--- src/prct_pkg.sv ---
// Shared types and constants for the packet ring capture tracker
`timescale 1ns / 1ps

package prct_pkg;

    localparam int CFG_DATA_W   = 32;
    localparam int CFG_ADDR_W   = 5;
    localparam int LIMIT_W      = 26;
    localparam int ENTRIES_W    = 17;
    localparam int EXTRA_W      = 6;
    localparam int KIND_W       = 2;
    localparam int COUNTER_W    = 16;
    localparam int LOOP_W       = 16;
    localparam int TOTAL_W      = 32;
    localparam int BYTES_LOW_W  = 30;
    localparam int BYTES_HIGH_W = 16;
    localparam int TAIL_W       = 64;

    localparam logic [2:0] REG_GAP_EN      = 3'd0;
    localparam logic [2:0] REG_EEV_EN      = 3'd1;
    localparam logic [2:0] REG_TRAILER     = 3'd2;
    localparam logic [2:0] REG_LEN_EXTRA   = 3'd3;
    localparam logic [2:0] REG_BUF_LIMIT   = 3'd4;
    localparam logic [2:0] REG_EEV_LIMIT   = 3'd5;
    localparam logic [2:0] REG_RING_ENTRIES = 3'd6;

    localparam logic CMD_PACKET = 1'b0;
    localparam logic CMD_CLEAR  = 1'b1;

    localparam logic [KIND_W-1:0] TRAILER_NONE   = 2'd0;
    localparam logic [KIND_W-1:0] TRAILER_UNIQUE = 2'd1;
    localparam logic [KIND_W-1:0] TRAILER_NIBBLE = 2'd2;

    localparam logic [BYTES_LOW_W:0]  BILLION     = 31'd1000000000;
    localparam logic [LOOP_W-1:0]     STATUS_GAP  = 16'h8000;
    localparam logic [LOOP_W-1:0]     STATUS_EEV  = 16'h4000;
    localparam logic [15:0]           WORD_MARK   = 16'h8000;
    localparam logic [15:0]           WORD_ONES   = 16'hffff;
    localparam logic [3:0]            NIBBLE_F    = 4'hf;
    localparam logic [3:0]            NIBBLE_E    = 4'he;
    localparam int                    SHORT_LEN   = 64;

    localparam logic [LIMIT_W-1:0]   LIMIT_RESET   = 26'h3ffffff;
    localparam logic [ENTRIES_W-1:0] ENTRIES_RESET = 17'h10000;

    typedef struct packed {
        logic                 gap_en;
        logic                 eev_en;
        logic [KIND_W-1:0]    trailer_kind;
        logic [EXTRA_W-1:0]   length_extra;
        logic [LIMIT_W-1:0]   buffer_limit;
        logic [LIMIT_W-1:0]   event_limit;
        logic [ENTRIES_W-1:0] ring_entries;
    } cfg_t;

endpackage

--- src/packet_ring_capture_tracker_unit.sv ---
// Packet ring capture tracker: top level with input and result registers
//
// Input channel (in_valid / in_stall): one transaction per packet descriptor
// or clear command. Result channel (out_valid / out_stall): one ring entry
// descriptor per packet; a clear command produces no result and zeroes all
// pointers and totals.
// Path: a packet is captured in the input register, and its result is then
// loaded into the result register, which drives the result port.
// Throughput: one transaction per cycle unless a held result is stalled;
// the tracker computes each result combinationally between the two registers.
// When out_stall is high with a result held, the input register holds its
// packet and in_stall rises; a pending clear still completes.
// The user writes configuration over APB (byte address 4*index) only while idle; the block does not enforce it.
// Reset: all pointers, counters and totals clear; registers take their
// defaults (checks enabled, no trailer test, limits and ring size at max).
`timescale 1ns / 1ps

module packet_ring_capture_tracker_unit #(
    parameter int BUFFER_ADDR_BITS = 26,
    parameter int RING_INDEX_BITS  = 16,
    parameter int LENGTH_BITS      = 14
) (
    input  logic                                clk,
    input  logic                                rst_n,
    input  logic                                psel,
    input  logic                                penable,
    input  logic                                pwrite,
    input  logic [prct_pkg::CFG_ADDR_W-1:0]     paddr,
    input  logic [prct_pkg::CFG_DATA_W-1:0]     pwdata,
    output logic [prct_pkg::CFG_DATA_W-1:0]     prdata,
    output logic                                pready,
    input  logic                                in_valid,
    output logic                                in_stall,
    input  logic                                command,
    input  logic [LENGTH_BITS-1:0]              packet_length,
    input  logic [prct_pkg::COUNTER_W-1:0]      packet_counter,
    input  logic [prct_pkg::TAIL_W-1:0]         tail_words_a,
    input  logic [prct_pkg::TAIL_W-1:0]         tail_words_b,
    input  logic [prct_pkg::TAIL_W-1:0]         tail_words_c,
    output logic                                out_valid,
    input  logic                                out_stall,
    output logic [prct_pkg::LOOP_W-1:0]         entry_status,
    output logic [RING_INDEX_BITS-1:0]          entry_index,
    output logic [LENGTH_BITS:0]                entry_length,
    output logic [BUFFER_ADDR_BITS-1:0]         data_offset,
    output logic [BUFFER_ADDR_BITS-1:0]         next_offset,
    output logic [prct_pkg::TOTAL_W-1:0]        missing_total,
    output logic [prct_pkg::TOTAL_W-1:0]        packets_total,
    output logic [prct_pkg::BYTES_LOW_W-1:0]    bytes_low,
    output logic [prct_pkg::BYTES_HIGH_W-1:0]   bytes_high
);

    prct_pkg::cfg_t cfg;

    logic                               in_vld_reg;
    logic                               cmd_reg;
    logic [LENGTH_BITS-1:0]             len_reg;
    logic [prct_pkg::COUNTER_W-1:0]     cnt_reg;
    logic [prct_pkg::TAIL_W-1:0]        tail_a_reg;
    logic [prct_pkg::TAIL_W-1:0]        tail_b_reg;
    logic [prct_pkg::TAIL_W-1:0]        tail_c_reg;

    logic                               out_vld_reg;
    logic [prct_pkg::LOOP_W-1:0]        status_reg;
    logic [RING_INDEX_BITS-1:0]         index_reg;
    logic [LENGTH_BITS:0]               length_reg;
    logic [BUFFER_ADDR_BITS-1:0]        offset_reg;
    logic [BUFFER_ADDR_BITS-1:0]        next_off_reg;
    logic [prct_pkg::TOTAL_W-1:0]       missing_reg;
    logic [prct_pkg::TOTAL_W-1:0]       packets_reg;
    logic [prct_pkg::BYTES_LOW_W-1:0]   blow_reg;
    logic [prct_pkg::BYTES_HIGH_W-1:0]  bhigh_reg;

    logic                               out_room;
    logic                               consume;
    logic                               pkt_en;
    logic                               clr_en;
    logic                               in_fire;

    logic [prct_pkg::LOOP_W-1:0]        res_status;
    logic [RING_INDEX_BITS-1:0]         res_index;
    logic [LENGTH_BITS:0]               res_length;
    logic [BUFFER_ADDR_BITS-1:0]        res_offset;
    logic [BUFFER_ADDR_BITS-1:0]        res_next_offset;
    logic [prct_pkg::TOTAL_W-1:0]       res_missing;
    logic [prct_pkg::TOTAL_W-1:0]       res_packets;
    logic [prct_pkg::BYTES_LOW_W-1:0]   res_bytes_low;
    logic [prct_pkg::BYTES_HIGH_W-1:0]  res_bytes_high;

    prct_regs u_regs (
        .clk     (clk),
        .rst_n   (rst_n),
        .psel    (psel),
        .penable (penable),
        .pwrite  (pwrite),
        .paddr   (paddr),
        .pwdata  (pwdata),
        .prdata  (prdata),
        .pready  (pready),
        .cfg     (cfg)
    );

    assign out_room = ~out_vld_reg | ~out_stall;
    assign consume  = in_vld_reg & ((cmd_reg == prct_pkg::CMD_CLEAR) | out_room);
    assign clr_en   = consume & (cmd_reg == prct_pkg::CMD_CLEAR);
    assign pkt_en   = consume & (cmd_reg == prct_pkg::CMD_PACKET);
    assign in_stall = in_vld_reg & ~consume;
    assign in_fire  = in_valid & ~in_stall;

    prct_track #(
        .BUFFER_ADDR_BITS (BUFFER_ADDR_BITS),
        .RING_INDEX_BITS  (RING_INDEX_BITS),
        .LENGTH_BITS      (LENGTH_BITS)
    ) u_track (
        .clk             (clk),
        .rst_n           (rst_n),
        .cfg             (cfg),
        .pkt_en          (pkt_en),
        .clr_en          (clr_en),
        .pkt_length      (len_reg),
        .pkt_counter     (cnt_reg),
        .tail_a          (tail_a_reg),
        .tail_b          (tail_b_reg),
        .tail_c          (tail_c_reg),
        .res_status      (res_status),
        .res_index       (res_index),
        .res_length      (res_length),
        .res_offset      (res_offset),
        .res_next_offset (res_next_offset),
        .res_missing     (res_missing),
        .res_packets     (res_packets),
        .res_bytes_low   (res_bytes_low),
        .res_bytes_high  (res_bytes_high)
    );

    always_ff @(posedge clk or negedge rst_n)
    begin
        if (!rst_n)
        begin
            in_vld_reg  <= 1'b0;
            out_vld_reg <= 1'b0;
        end
        else
        begin
            if (in_fire)
                in_vld_reg <= 1'b1;
            else if (consume)
                in_vld_reg <= 1'b0;

            if (pkt_en)
                out_vld_reg <= 1'b1;
            else if (!out_stall)
                out_vld_reg <= 1'b0;
        end
    end

    always_ff @(posedge clk)
    begin
        if (in_fire)
        begin
            cmd_reg    <= command;
            len_reg    <= packet_length;
            cnt_reg    <= packet_counter;
            tail_a_reg <= tail_words_a;
            tail_b_reg <= tail_words_b;
            tail_c_reg <= tail_words_c;
        end
        if (pkt_en)
        begin
            status_reg   <= res_status;
            index_reg    <= res_index;
            length_reg   <= res_length;
            offset_reg   <= res_offset;
            next_off_reg <= res_next_offset;
            missing_reg  <= res_missing;
            packets_reg  <= res_packets;
            blow_reg     <= res_bytes_low;
            bhigh_reg    <= res_bytes_high;
        end
    end

    assign out_valid     = out_vld_reg;
    assign entry_status  = status_reg;
    assign entry_index   = index_reg;
    assign entry_length  = length_reg;
    assign data_offset   = offset_reg;
    assign next_offset   = next_off_reg;
    assign missing_total = missing_reg;
    assign packets_total = packets_reg;
    assign bytes_low     = blow_reg;
    assign bytes_high    = bhigh_reg;

endmodule

--- src/prct_regs.sv ---
// APB configuration registers for the packet ring capture tracker
`timescale 1ns / 1ps

module prct_regs (
    input  logic                                clk,
    input  logic                                rst_n,
    input  logic                                psel,
    input  logic                                penable,
    input  logic                                pwrite,
    input  logic [prct_pkg::CFG_ADDR_W-1:0]     paddr,
    input  logic [prct_pkg::CFG_DATA_W-1:0]     pwdata,
    output logic [prct_pkg::CFG_DATA_W-1:0]     prdata,
    output logic                                pready,
    output prct_pkg::cfg_t                      cfg
);

    prct_pkg::cfg_t cfg_reg;
    prct_pkg::cfg_t cfg_next;
    logic           wr_en;
    logic [2:0]     reg_sel;

    assign pready  = 1'b1;
    assign wr_en   = psel & penable & pwrite;
    assign reg_sel = paddr[prct_pkg::CFG_ADDR_W-1:2];
    assign cfg     = cfg_reg;

    always_comb
    begin
        cfg_next = cfg_reg;
        if (wr_en)
        begin
            unique case (reg_sel)
                prct_pkg::REG_GAP_EN:       cfg_next.gap_en = pwdata[0];
                prct_pkg::REG_EEV_EN:       cfg_next.eev_en = pwdata[0];
                prct_pkg::REG_TRAILER:
                    cfg_next.trailer_kind = pwdata[prct_pkg::KIND_W-1:0];
                prct_pkg::REG_LEN_EXTRA:
                    cfg_next.length_extra = pwdata[prct_pkg::EXTRA_W-1:0];
                prct_pkg::REG_BUF_LIMIT:
                    cfg_next.buffer_limit = pwdata[prct_pkg::LIMIT_W-1:0];
                prct_pkg::REG_EEV_LIMIT:
                    cfg_next.event_limit = pwdata[prct_pkg::LIMIT_W-1:0];
                prct_pkg::REG_RING_ENTRIES:
                    cfg_next.ring_entries = pwdata[prct_pkg::ENTRIES_W-1:0];
                default: ;
            endcase
        end
    end

    always_ff @(posedge clk or negedge rst_n)
    begin
        if (!rst_n)
        begin
            cfg_reg.gap_en       <= 1'b1;
            cfg_reg.eev_en       <= 1'b1;
            cfg_reg.trailer_kind <= prct_pkg::TRAILER_NONE;
            cfg_reg.length_extra <= '0;
            cfg_reg.buffer_limit <= prct_pkg::LIMIT_RESET;
            cfg_reg.event_limit  <= prct_pkg::LIMIT_RESET;
            cfg_reg.ring_entries <= prct_pkg::ENTRIES_RESET;
        end
        else
        begin
            cfg_reg <= cfg_next;
        end
    end

    always_comb
    begin
        prdata = '0;
        unique case (reg_sel)
            prct_pkg::REG_GAP_EN:       prdata[0] = cfg_reg.gap_en;
            prct_pkg::REG_EEV_EN:       prdata[0] = cfg_reg.eev_en;
            prct_pkg::REG_TRAILER:
                prdata[prct_pkg::KIND_W-1:0] = cfg_reg.trailer_kind;
            prct_pkg::REG_LEN_EXTRA:
                prdata[prct_pkg::EXTRA_W-1:0] = cfg_reg.length_extra;
            prct_pkg::REG_BUF_LIMIT:
                prdata[prct_pkg::LIMIT_W-1:0] = cfg_reg.buffer_limit;
            prct_pkg::REG_EEV_LIMIT:
                prdata[prct_pkg::LIMIT_W-1:0] = cfg_reg.event_limit;
            prct_pkg::REG_RING_ENTRIES:
                prdata[prct_pkg::ENTRIES_W-1:0] = cfg_reg.ring_entries;
            default:                    prdata = '0;
        endcase
    end

endmodule

--- src/prct_track.sv ---
// Tracker state and per-packet update logic
`timescale 1ns / 1ps

module prct_track #(
    parameter int BUFFER_ADDR_BITS = 26,
    parameter int RING_INDEX_BITS  = 16,
    parameter int LENGTH_BITS      = 14
) (
    input  logic                                clk,
    input  logic                                rst_n,
    input  prct_pkg::cfg_t                      cfg,
    input  logic                                pkt_en,
    input  logic                                clr_en,
    input  logic [LENGTH_BITS-1:0]              pkt_length,
    input  logic [prct_pkg::COUNTER_W-1:0]      pkt_counter,
    input  logic [prct_pkg::TAIL_W-1:0]         tail_a,
    input  logic [prct_pkg::TAIL_W-1:0]         tail_b,
    input  logic [prct_pkg::TAIL_W-1:0]         tail_c,
    output logic [prct_pkg::LOOP_W-1:0]         res_status,
    output logic [RING_INDEX_BITS-1:0]          res_index,
    output logic [LENGTH_BITS:0]                res_length,
    output logic [BUFFER_ADDR_BITS-1:0]         res_offset,
    output logic [BUFFER_ADDR_BITS-1:0]         res_next_offset,
    output logic [prct_pkg::TOTAL_W-1:0]        res_missing,
    output logic [prct_pkg::TOTAL_W-1:0]        res_packets,
    output logic [prct_pkg::BYTES_LOW_W-1:0]    res_bytes_low,
    output logic [prct_pkg::BYTES_HIGH_W-1:0]   res_bytes_high
);

    localparam int LEN_W   = LENGTH_BITS + 1;
    localparam int SUM_W   = ((BUFFER_ADDR_BITS > LEN_W) ? BUFFER_ADDR_BITS : LEN_W) + 1;
    localparam int CMP_W   = (SUM_W > prct_pkg::LIMIT_W) ? SUM_W : prct_pkg::LIMIT_W;
    localparam int IDX1_W  = RING_INDEX_BITS + 1;
    localparam int ICMP_W  = (IDX1_W > prct_pkg::ENTRIES_W) ? IDX1_W : prct_pkg::ENTRIES_W;
    localparam int BSUM_W  = prct_pkg::BYTES_LOW_W + 1;

    logic [BUFFER_ADDR_BITS-1:0]         offset_reg,   offset_next;
    logic [RING_INDEX_BITS-1:0]          index_reg,    index_next;
    logic [prct_pkg::LOOP_W-1:0]         loop_reg,     loop_next;
    logic [prct_pkg::COUNTER_W-1:0]      last_reg,     last_next;
    logic [prct_pkg::TOTAL_W-1:0]        gaps_reg,     gaps_next;
    logic [prct_pkg::TOTAL_W-1:0]        pkts_reg,     pkts_next;
    logic [prct_pkg::BYTES_LOW_W-1:0]    blow_reg,     blow_next;
    logic [prct_pkg::BYTES_HIGH_W-1:0]   bhigh_reg,    bhigh_next;

    logic [LEN_W-1:0]    len;
    logic [BSUM_W-1:0]   byte_sum;
    logic                byte_carry;
    logic                gap;
    logic                eev;
    logic                trailer_hit;
    logic [SUM_W-1:0]    off_sum;
    logic [CMP_W-1:0]    off_cmp;
    logic [IDX1_W-1:0]   idx_inc;
    logic                wrap;

    function automatic logic match_trailer(
        input logic [prct_pkg::KIND_W-1:0] kind,
        input logic [prct_pkg::TAIL_W-1:0] a,
        input logic [prct_pkg::TAIL_W-1:0] b,
        input logic [prct_pkg::TAIL_W-1:0] c
    );
        logic hit;
        hit = 1'b0;
        case (kind)
            prct_pkg::TRAILER_UNIQUE:
                hit = (a[15:0]  == prct_pkg::WORD_MARK) && (a[31:16] == prct_pkg::WORD_MARK) &&
                      (a[47:32] == prct_pkg::WORD_ONES) && (a[63:48] == prct_pkg::WORD_MARK);
            prct_pkg::TRAILER_NIBBLE:
            begin
                hit = 1'b1;
                for (int k = 0; k < 4; k++)
                begin
                    if (b[16*k+12 +: 4] != prct_pkg::NIBBLE_F)
                        hit = 1'b0;
                    if (c[16*k+12 +: 4] != prct_pkg::NIBBLE_E)
                        hit = 1'b0;
                end
            end
            default: hit = 1'b0;
        endcase
        return hit;
    endfunction

    always_comb
    begin
        len        = LEN_W'(pkt_length) + LEN_W'(cfg.length_extra);
        byte_sum   = {1'b0, blow_reg} + BSUM_W'(len);
        byte_carry = byte_sum > prct_pkg::BILLION;

        gap = cfg.gap_en && (prct_pkg::COUNTER_W'(last_reg + 1'b1) != pkt_counter) &&
              ((index_reg != '0) || (loop_reg != '0));

        trailer_hit = match_trailer(cfg.trailer_kind, tail_a, tail_b, tail_c);
        eev = cfg.eev_en && ((len <= LEN_W'(prct_pkg::SHORT_LEN)) || trailer_hit);

        off_sum = SUM_W'(offset_reg) + SUM_W'(len);
        off_cmp = CMP_W'(off_sum);
        idx_inc = IDX1_W'(index_reg) + 1'b1;
        wrap = (eev && (off_cmp > CMP_W'(cfg.event_limit))) ||
               (off_cmp > CMP_W'(cfg.buffer_limit)) ||
               (ICMP_W'(idx_inc) >= ICMP_W'(cfg.ring_entries));

        pkts_next  = pkts_reg + 1'b1;
        blow_next  = byte_carry ? prct_pkg::BYTES_LOW_W'(byte_sum - prct_pkg::BILLION)
                                : prct_pkg::BYTES_LOW_W'(byte_sum);
        bhigh_next = byte_carry ? bhigh_reg + 1'b1 : bhigh_reg;
        gaps_next  = gap ? gaps_reg + 1'b1 : gaps_reg;
        last_next  = cfg.gap_en ? pkt_counter : last_reg;
        loop_next  = wrap ? loop_reg + 1'b1 : loop_reg;
        index_next = wrap ? '0 : idx_inc[RING_INDEX_BITS-1:0];
        offset_next = wrap ? '0 : off_sum[BUFFER_ADDR_BITS-1:0];
    end

    always_ff @(posedge clk or negedge rst_n)
    begin
        if (!rst_n)
        begin
            offset_reg <= '0;
            index_reg  <= '0;
            loop_reg   <= '0;
            last_reg   <= '0;
            gaps_reg   <= '0;
            pkts_reg   <= '0;
            blow_reg   <= '0;
            bhigh_reg  <= '0;
        end
        else if (clr_en)
        begin
            offset_reg <= '0;
            index_reg  <= '0;
            loop_reg   <= '0;
            last_reg   <= '0;
            gaps_reg   <= '0;
            pkts_reg   <= '0;
            blow_reg   <= '0;
            bhigh_reg  <= '0;
        end
        else if (pkt_en)
        begin
            offset_reg <= offset_next;
            index_reg  <= index_next;
            loop_reg   <= loop_next;
            last_reg   <= last_next;
            gaps_reg   <= gaps_next;
            pkts_reg   <= pkts_next;
            blow_reg   <= blow_next;
            bhigh_reg  <= bhigh_next;
        end
    end

    assign res_status      = loop_reg | (gap ? prct_pkg::STATUS_GAP : '0) |
                             (eev ? prct_pkg::STATUS_EEV : '0);
    assign res_index       = index_reg;
    assign res_length      = len;
    assign res_offset      = offset_reg;
    assign res_next_offset = offset_next;
    assign res_missing     = gaps_next;
    assign res_packets     = pkts_next;
    assign res_bytes_low   = blow_next;
    assign res_bytes_high  = bhigh_next;

endmodule

--- config.mk ---
export PLATFORM = sky130hd
export DESIGN_NAME = packet_ring_capture_tracker_unit
export DESIGN_NICKNAME = d
export VERILOG_FILES = /design/src/prct_pkg.sv /design/src/packet_ring_capture_tracker_unit.sv /design/src/prct_regs.sv /design/src/prct_track.sv
export SDC_FILE = /design/constraint.sdc
export NUM_CORES = 1
export LEC_CHECK = 0
export BUFFER_PORTS_ARGS = -buffer_cell sky130_fd_sc_hd__buf_2
export CAP_MARGIN = 25
export CORE_UTILIZATION = 40
export CTS_CLUSTER_DIAMETER = 200
export DETAILED_ROUTE_END_ITERATION = 6
export PLACE_DENSITY = 0.69
export SETUP_SLACK_MARGIN = 0.1
export SYNTH_ARGS = -nofsm -noshare
export SYNTH_HDL_FRONTEND = slang
export SYNTH_SLANG_ARGS = --single-unit
--- constraint.sdc ---
create_clock -name clk -period 21.9 [get_ports clk]
set_input_delay 2.19 -clock clk [delete_from_list [all_inputs] [get_ports clk]]
set_output_delay 2.19 -clock clk [all_outputs]
set_load 0.01 [all_outputs]
# Word-level counts from Yosys, hierarchy flattened
# Cells that the tools add are included.
# W data, S select, Z words.
[totals]
ff_bits = 697
latchBits = 0
mem_bits_rw = 0
rom_bits = 0
inputBits = 267
output_inout_bits = 244
elab_cells = 155
mem_count = 0
[op_classes]
n_addsub = 10
multipliers = 0
div_mod_pow = 0
n_lt_le_gt_ge = 5
n_eq_ne = 22
n_shift = 0
muxes = 43
n_bitwise = 16
reduce_logical = 27
[op_table]
columns = ["op", "n"]
rows = [
  ["$mux W16", 13],
  ["$mux W32", 5],
  ["$mux W30", 3],
  ["$mux W26", 3],
  ["$add A32 B1 Y32 const B", 2],
  ["$eq A16 B16 Y1 const B", 4],
  ["$gt A27 B26 Y1", 2],
  ["$add A16 B1 Y16 const B", 3],
  ["$pmux W11 S3", 1],
  ["$ne A4 B4 Y1 const B", 8],
  ["$or A16 B16 Y16", 2],
  ["$reduce_bool A16 Y1", 2],
  ["$add A30 B15 Y31", 1],
  ["$gt A31 B30 Y1 const B", 1],
  ["$sub A30 B30 Y30 const B", 1],
  ["$add A26 B15 Y27", 1],
  ["$pmux W9 S2", 1],
  ["$reduce_and A2 Y1", 9],
  ["$add A16 B1 Y17 const B", 1],
  ["$ge A17 B17 Y1", 1],
  ["$ne A16 B16 Y1", 1],
  ["$pmux W4 S4", 1],
  ["$add A14 B6 Y15", 1],
  ["$le A15 B7 Y1 const B", 1],
  ["other kinds (18)", 55],
]

# Longest topological paths before layout
# Gate-level depths: netlist of run 1.
[depth]
word_depth = 18
mapped_depth = 32
ltp_nobuf = 30

# By module
# From an unflattened synthesis of run 1, not the netlist that was laid out.
[unflattened]
hier_cells = 2766
area_unflattened_um2 = 33323.2
[modules_own_cells]
columns = ["module", "instances", "cells_each", "area_per_inst_um2", "seq_area_each_um2"]
rows = [
  ["prct_track", 1, 2038, 16361.9, 4604.4],
  ["packet_ring_capture_tracker_unit", 1, 443, 13073.8, 13022.5],
  ["prct_regs", 1, 285, 3887.5, 2045.7],
]

# Least setup slack after synthesis of run 1
# No wires, ideal clock.
[synth_timing]
path_type = "input-to-reg"
start = "in out_stall"
end = "reg bhigh_reg (netlist bit bytes_high[0]) (enable)"
setup_time_ns = 0.654
t_arrival_ns = 8.941
required_ns = 21.246
slack_ns = 12.305
cell_stages = 7
path_buffers = 2
path_cell_list = "nand2_1 > nor2_1 > nor2b_1 > nand2_1 > inv_1 > clkbuf_1 > buf_1"
[synth_between]
elab_chain_cells = 5
[synth_rtl]
columns = ["element", "line", "rtl"]
rows = [
  ["from (decl)", "packet_ring_capture_tracker_unit.sv:41", "input logic out_stall,"],
  ["$not A1 Y1", "packet_ring_capture_tracker_unit.sv:103", "assign out_room = ~out_vld_reg | ~out_stall;"],
  ["$or A1 B1 Y1", "packet_ring_capture_tracker_unit.sv:103", ""],
  ["$or A1 B1 Y1", "packet_ring_capture_tracker_unit.sv:104", "assign consume = in_vld_reg & ((cmd_reg == prct_pkg::CMD_CLEAR) | out_room);"],
  ["$and A1 B1 Y1", "packet_ring_capture_tracker_unit.sv:104", ""],
  ["$and A1 B1 Y1", "packet_ring_capture_tracker_unit.sv:106", "assign pkt_en = consume & (cmd_reg == prct_pkg::CMD_PACKET);"],
  ["via pkt_en", "packet_ring_capture_tracker_unit.sv:76", "logic pkt_en;"],
  ["to (signal assigned)", "packet_ring_capture_tracker_unit.sv:178", "bhigh_reg <= res_bytes_high;"],
  ["to (decl)", "packet_ring_capture_tracker_unit.sv:72", "logic [prct_pkg::BYTES_HIGH_W-1:0] bhigh_reg;"],
]
# The timed path passes the listed nets, and every way through them passes these cells.
# A chain may end at the register's enable or synchronous reset.

# Final worst setup path of run 1
[layout_timing]
start = "reg u_regs.cfg_reg (netlist bit u_regs.cfg[69])"
end = "reg u_track.offset_reg[22] (netlist: u_track.res_offset[22])"
[layout_between]
elab_chain_cells = 10
word_cells_on_any_way = 13
classes_between = "2 x add/sub; 3 x order compare; 3 x mux; 5 x reduce/logical"
[layout_rtl]
columns = ["element", "line", "rtl"]
rows = [
  ["from (decl)", "prct_regs.sv:17", "prct_pkg::cfg_t cfg_reg;"],
  ["from (signal assigned)", "prct_regs.sv:64", "cfg_reg <= cfg_next;"],
  ["$add A14 B6 Y15 (*)", "prct_track.sv:87", "len = LEN_W'(pkt_length) + LEN_W'(cfg.length_extra);"],
  ["via res_length[8]", "packet_ring_capture_tracker_unit.sv:82", "logic [LENGTH_BITS:0] res_length;"],
  ["parallel branches: the longest is 6 deep, another holds $add A26 B15 Y27", "--", ""],
  ["$mux W26 (*)", "prct_track.sv:112", "offset_next = wrap ? '0 : off_sum[BUFFER_ADDR_BITS-1:0];"],
  ["$mux W26 (*)", "prct_track.sv:139", "else if (pkt_en)"],
  ["$mux W26 (*)", "prct_track.sv:128", "else if (clr_en)"],
  ["to (signal assigned)", "prct_track.sv:141", "offset_reg <= offset_next;"],
  ["to (decl)", "prct_track.sv:37", "logic [BUFFER_ADDR_BITS-1:0] offset_reg, offset_next;"],
]
# Mark *: on every way through the listed nets, which the timed path passes. The select of a mux whose other input is x is not followed.

==> key figures, run 1 <==
STA
  • RSZ-0062 raised after global routing: no
  • Final clock skew: ~0.029 ns
  • Setup WS post-layout: 13.22 ns
  • Slew Limit Fails: 0
  • Setup TNS: 0 ns
  • Worst rel slew slack: 29.6%
  • Hold Violations, Final: 0
  • Final Setup Violations: 0
  • Fin crit period: 8.68 ns
  • Final period util: 39.6%
  • Tightest Pin Transition: 1.03 ns
  • Fmax achieved: 0.115 GHz

Routing
  • Vias/cell: 5.44
  • Via count: roughly 21000
  • Drt drc: 0
  • Final ANT Viol Nets: 0
  • Drt initial violations: 1782
  • Per-cell routed wire length: approximately 20 µm
  • Total Wirelength: approximately 80 mm
  • DRT Pass-1 Iters: 5

Finish
  • Most frequent cells in the layout: buf_2 (398), edfxtp_1 (336), nand2_1 (263), dfrtp_1 (210), o21ai_0 (180)
  • Layout Nets: 3323
  • Share of layout cells above drive strength 1: 21.7%
  • Cell area after layout: 34500 µm²
  • Area delta synth->final: 18.2%
  • Max reg flops: 79
  • Most common cell after layout, fill and taps aside: buf_2
  • Final Core Density: about 48%

Global routing
  • Antenna violations before repair: 4
  • M3 GR Usage: 3.88%
  • Layer with the highest usage: met2
  • Global route overflow: 0
  • First-pass GRT wire length: approximately 120 mm
  • Global Route Usage Sum: 21.0%
  • Grt met1 use: about 29%
  • Vias in the first global route: 20500
  • Met2 Use GR: about 33%
  • Largest net degree at the start of global routing: 162

Die
  • DIE HEIGHT: 272 µm
  • Top-level I/O count: 511
  • Die W: 272 µm
  • Row Count: slightly below 100
  • Core Footprint: 71900 µm²
  • Die area: approximately 74000 µm²
  • Initial core utilization: a little over 40%

Outcome
  • Outcome: complete, no violations

Yosys
  • Compound-Gate Fraction of Synth Area: between 10% and 20%
  • Mapped Avg Cell Area: between 10 and 15 µm²
  • Largest family of logic cells by synthesized area: compound AO/OA/AOI/OAI gates
  • Asr flop ratio synth: 44.1%
  • Top_reg_cell synth: edfxtp_1
  • XOR/XNOR Fraction of Synth Area: 5.40%
  • Post-synthesis sequential area ratio: about 58%
  • Yosys warns: 0
  • Netlist cell types: 84
  • Mapped Area: 29200 µm²
  • Simple-Gate Fraction of Synth Area: around an eighth
  • Post-Synthesis Cells: approximately 2600
  • Seq cells post-synth: 601
  • EDFF count, synth: 336
  • Mux cell area share after synthesis: under 10%
  • Post-Synth Adder-Cell Area: about 5.2%

Clock network
  • Setup Fix Bufs, Post-CTS: 0
  • Clock Sinks: roughly 600
  • CTS tree: done
  • Clock Latency Late Sink: 0.61 ns
  • H-tree levels: 3
  • Post-CTS sizing: 0
  • Clk pin slew, worst setup/hold paths: around 0.060 ns
  • Clk root buf: clkbuf_16
  • Clock Path Buffers: 3
  • # hold bufs at CTS: 0
  • CTS buffer count: 70

Power and ir drop
  • Combinational power share: 25.0%
  • Seq pwr share: between 40% and 50%
  • Pwr Total: 3570 µW
  • Pwr dens: 103 nW/µm²
  • LEAKAGE: 0.0147 µW
  • P_int: 2420 µW
  • P_sw: between 1000 and 1500 µW
  • Sw Ratio: 32.1%
  • VDD IR max: 0.0692 mV
  • Clk pwr share: 33.5%

Setup path
  • Required time worst endpoint: 22.39 ns
  • CP endpoint kind: register
  • CP Data Arrival Time: approximately 9.2 ns
  • Crit Path Class: reg2reg
  • Top fanout value on the critical path: 18
  • Worst setup SP type: register

Placement
  • Worst slack, placed: between 10 and 15 ns
  • PortBufs: 399
  • DPL Wire Length: 55.6 mm
  • DP Area: roughly 32000 µm²
  • GPL Wtd Cong: between 0.8 and 0.9

Min path
  • Type of the most critical hold path: reg2reg

Flow run
  • Max-cap violations: 0
## kinds of logic (layout without fill, tap and decap cells)
family          after synthesis  in the layout
other cells                   2              8
xor+xnor                    180            180
buf+inv                     265            690
mux                          57             57
simple gates                732            732
flops                       601            601
fa+ha+maj                   120            120
compound gates              605            605
## per-layer routing
layer  part of all wire (%)  routed length (µm)
met5                  0.034                  27
met4                    2.7                2150
met3                    6.5                5140
met2                     46               36200
met1                     45               35300
## through the flow
stage	instances	hold WS [ns]
after floorplan	2567	0.423
after detailed placement	3813	0.482
after global routing	3943	0.500
after CTS	3941	0.487
after global placement	3813	0.458
final	3943	0.481
## layout make-up
cell class                      count  area (µm²)
Inverter                          140         533
Antenna cell                        1        2.50
Clock buffer                       89        1920
Fill cell                        6514       37400
Timing Repair Buffer              422        2200
Tap cell                          950        1190
Multi-Input combinational cell   1701       11400
Sequential cell                   601       16800
Clock inverter                     39         448
## synth_stat cells (6+ instances only)
cell type / n / area, µm²
o311ai_0: 7 / 61.3
mux2_2: 30 / 338
or2_2: 8 / 50.1
mux2i_1: 27 / 270
nand4_1: 49 / 307
nand4b_1: 7 / 61.3
o31ai_1: 38 / 285
inv_1: 138 / 518
a211o_1: 11 / 96.3
nand3b_1: 7 / 52.6
or3_1: 12 / 75.1
a21oi_1: 95 / 475
o2111ai_1: 9 / 78.8
or4_1: 12 / 90.1
nor4_1: 28 / 175
and4_1: 13 / 114
buf_1: 6 / 22.5
nor3_1: 25 / 125
and3_1: 51 / 319
nand3_1: 82 / 410
o21a_1: 10 / 75.1
dfstp_2: 55 / 1450
buf_4: 9 / 67.6
a22oi_1: 6 / 45.0
o22ai_1: 16 / 100
nor2_1: 108 / 405
xnor2_1: 116 / 1020
a211oi_1: 14 / 105
nand2b_1: 15 / 93.8
dfrtp_1: 210 / 5260
xor2_1: 64 / 561
clkbuf_1: 93 / 349
o211ai_1: 26 / 195
ha_1: 117 / 1460
o21ai_1: 11 / 55.1
and2_1: 22 / 138
nor2b_1: 14 / 87.6
a31oi_1: 30 / 188
edfxtp_1: 336 / 10100
o21ai_0: 180 / 901
a22o_1: 67 / 587
buf_2: 17 / 85.1
a21o_1: 33 / 248
nand2_1: 264 / 991
## worst max-delay path, cell delays in order, from the launching register on
cell and delay (ns):
dfrtp_1 0.40, ha_1 0.18, inv_1 0.06, fa_1 0.41, nor2b_1 0.13, o21a_1 0.16
o21ai_1 0.11, a21oi_1 0.36, nand2_1 0.13, xnor2_1 0.54, ha_1 0.41, and4_1 0.20
a2111oi_0 0.87, a221oi_1 0.27, a31o_2 0.43, nand3_1 0.15, xnor2_1 0.19, ha_1 0.38
nand4_1 0.15, nor4_1 0.40, a21oi_1 0.13, a21boi_0 0.18, a41oi_1 0.58, and3_1 0.73
nand2_1 0.65, o21ai_0 0.36
## power groups by stage
stage	Combinational [µW]	Sequential, µW	Clock, µW
floorplan	580	1480	0
global placement	873	1500	0
detailed placement	883	1500	0
CTS	894	1480	1220
global route	992	1490	1270
finish	894	1480	1200
## path summary, 6_finish.rpt
path	from	end	slack [ns]	depth (start not counted)
worst max-delay path	u_regs.cfg[69]	u_track.res_offset[22]	13.22	25
worst min-delay path	u_track.res_offset[2]	data_offset[2]	0.48	0
worst max register to register	u_regs.cfg[69]	u_track.res_offset[22]	13.22	25
worst min register to register	u_track.res_offset[2]	data_offset[2]	0.48	0
max in group asynchronous	rst_n	u_track.blow_reg[14]	18.78	2
min in group asynchronous	rst_n	u_track.pkts_reg[14]	1.64	1
No activity file was read; power rests on OpenSTA's default activity.
==> inputs of run 2 (changes only) <==
--- a/config.mk
+++ b/config.mk
@@ -5,6 +5,7 @@
 export SDC_FILE = /design/constraint.sdc
 export NUM_CORES = 1
 export LEC_CHECK = 0
+export ABC_AREA = 1
 export BUFFER_PORTS_ARGS = -buffer_cell sky130_fd_sc_hd__buf_2
 export CAP_MARGIN = 25
 export CORE_UTILIZATION = 40
==> constraint.sdc (replaced) <==
create_clock -name clk -period 8.1 [get_ports clk]
set_input_delay 0.81 -clock clk [delete_from_list [all_inputs] [get_ports clk]]
set_output_delay 0.81 -clock clk [all_outputs]
set_load 0.01 [all_outputs]
==> key figures, run 2 <==
Power and ir drop
  • Clk pwr share: 32.4%
  • Pwr dens: 263 nW/µm²
  • Seq pwr share: 40.5%
  • P_int: 6300 µW
  • Combinational power share: 27.1%
  • VDD IR max: 0.223 mV
  • LEAKAGE: 0.0167 µW
  • Sw Ratio: 34.1%
  • P_sw: approximately 3300 µW

Yosys
  • Post-synthesis sequential area ratio: 54.3%
  • Asr flop ratio synth: 44.1%
  • Top_reg_cell synth: edfxtp_1
  • Mapped Avg Cell Area: 9.25 µm²
  • Mapped Area: just over 30000 µm²
  • Yosys warns: 0
  • Share of the synthesized area in the top cell type: 32.6%
  • Top-count cell post-synth: nand2_1
  • Biggest area consumer among synthesized cells: edfxtp_1
  • Synth top cells by count: nand2_1 (922), inv_1 (414), edfxtp_1 (336)
  • Post-Synthesis Cells: 3342
  • Netlist cell types: 57
  • EDFF count, synth: between 300 and 400
  • Seq cells post-synth: 601
  • Synth area leaders: edfxtp_1 (33%), dfrtp_1 (17%), nand2_1 (11%), inv_1 (5.0%), ha_1 (4.7%)

Finish
  • Most frequent cells in the layout: nand2_1 (922), inv_1 (412), buf_2 (398), edfxtp_1 (336), dfrtp_1 (210)
  • Layout Nets: 4133
  • Final Core Density: 47.6%
  • Post-route non-filler standard cell count: 4844
  • Max reg flops: 79
  • Most common cell after layout, fill and taps aside: nand2_1
  • Share of layout cells above drive strength 1: 19.1%
  • Area delta synth->final: 17.3%
  • Fillers: 7136

STA
  • Fin crit period: roughly 6.9 ns
  • Tightest Pin Transition: around 1.0 ns
  • Final clock skew: 0.0281 ns
  • Fmax achieved: 0.145 GHz
  • Final period util: 84.9%
  • Hold Violations, Final: 0
  • Setup TNS: 0 ns
  • Slew Limit Fails: 0
  • Worst rel slew slack: 31.1%
  • Final Setup Violations: 0
  • RSZ-0062 raised after global routing: no

Placement
  • PortBufs: 399
  • GPL Wtd Cong: 0.915
  • DPL Wire Length: approximately 60 mm
  • Post-Place Cells: 4703

Routing
  • DRT Pass-1 Iters: 5
  • Vias/cell: 5.02
  • Per-cell routed wire length: 17.1 µm
  • Via count: roughly 24000
  • Drt drc: 0
  • Total Wirelength: 82.7 mm
  • Final ANT Viol Nets: 0
  • Drt initial violations: 1720

Die
  • Die W: around 280 µm
  • DIE HEIGHT: about 280 µm
  • Core Footprint: 76200 µm²
  • Initial core utilization: 40.6%
  • Die area: between 70000 and 80000 µm²
  • Row Count: a little over 100
  • Top-level I/O count: approximately 510

Setup path
  • Critical R2R Launch: u_regs.cfg[69]
  • CP endpoint kind: register
  • Required time worst endpoint: 8.66 ns
  • Worst Reg-to-Reg Cells: 29
  • CP Data Arrival Time: 7.44 ns
  • Slowest CP cell: nand2_1
  • Reg2reg setup slack: 1.22 ns
  • Most used cell, CP: nand2_1
  • Crit Path Class: reg2reg
  • Critical Path Max Stage Delay: 0.68 ns
  • Top fanout value on the critical path: 16
  • Worst setup SP type: register
  • Reg-to-reg endpoint: u_track.loop_reg[6]
  • Worst Path Buf+Inv: 5
  • CP top delay family: simple AND/OR/NAND/NOR gates

Outcome
  • Outcome: complete, no violations

Global routing
  • Largest net degree at the start of global routing: 177
  • Global Route Usage Sum: between 20% and 30%
  • Global route overflow: 0
  • Antenna violations before repair: 22
  • Vias in the first global route: 23200
  • First-pass GRT wire length: about 130 mm

Clock network
  • CTS buffer count: 69
  • Clock Latency Late Sink: 0.62 ns
  • H-tree levels: 3
  • Post-CTS sizing: 0
  • Clock Sinks: 601
  • CTS tree: done
  • Clk pin slew, worst setup/hold paths: 0.06 ns
  • Clock Path Buffers: 3
  • Clk root buf: clkbuf_16
  • # hold bufs at CTS: 0
  • Setup Fix Bufs, Post-CTS: 0

Flow run
  • Max-cap violations: 0

Min path
  • Type of the most critical hold path: in2async
[run 2: area by class of cell]
| type | instances | area (µm²) | area share (%) |
|---|---|---|---|
| Sequential cell | 601 | 16800 | 46.3 |
| Tap cell | 1030 | 1290 | 3.55 |
| Clock buffer | 81 | 1810 | 4.99 |
| Timing Repair Buffer | 423 | 2250 | 6.21 |
| Inverter | 427 | 1610 | 4.45 |
| Clock inverter | 47 | 430 | 1.19 |
| Multi-Input combinational cell | 2224 | 12100 | 33.2 |
| Antenna cell | 11 | 27.5 | 0.0759 |
[run 2: through the flow]
stage / hold slack [ns] / total power, µW / instance area (µm²) / setup WS [ns]
floorplan: 0.447 / 5620 / 30900 / 3.21
global placement: 0.457 / 6440 / 33900 / 1.37
detailed placement: 0.474 / 6500 / 33900 / 1.28
CTS: 0.100 / 9640 / 36200 / 1.26
global route: 0.120 / 10100 / 36300 / 0.515
finish: 0.116 / 9550 / 36300 / 1.22
[run 2: cell families after synthesis]
family | after synthesis | share of synthesized area [%]
AOI/OAI and AO/OA | 328 | 6.15
xor gates and xnor gates | 145 | 4.11
adders and majority gates | 120 | 4.93
buffers and inverters | 522 | 6.80
DFF | 601 | 54.3
muxes | 4 | 0.146
other | 2 | 0.0243
and+or+nand+nor | 1620 | 23.5
[run 2: worst max path at each step]
stage,from,end,cells after the start
2_1_floorplan,u_regs.cfg[69],u_track.loop_reg[10],30
3_3_place_gp,u_regs.cfg[69],u_track.loop_reg[0],29
3_5_place_dp,u_regs.cfg[69],u_track.loop_reg[7],29
4_1_cts,u_regs.cfg[69],u_track.loop_reg[7],29
5_1_grt,u_regs.cfg[69],u_track.loop_reg[12],32
6_report,u_regs.cfg[69],u_track.loop_reg[6],29
[run 2: layer usage]
layer,up-vias,wire [µm],track usage (%)
met5,-,80,0
met4,12,3360,8.36
met3,169,5790,5.05
met2,779,37500,33.5
met1,11400,35900,27.4
li1,11900,-,-
[run 2: power by group through the flow]
| stage | Sequential [µW] | Combinational, µW | Clock (µW) |
|---|---|---|---|
| after floorplan | 3920 | 1700 | 0 |
| after detailed placement | 3930 | 2580 | 0 |
| after global placement | 3920 | 2520 | 0 |
| after global routing | 3900 | 2930 | 3280 |
| final | 3870 | 2580 | 3100 |
| after CTS | 3870 | 2590 | 3180 |
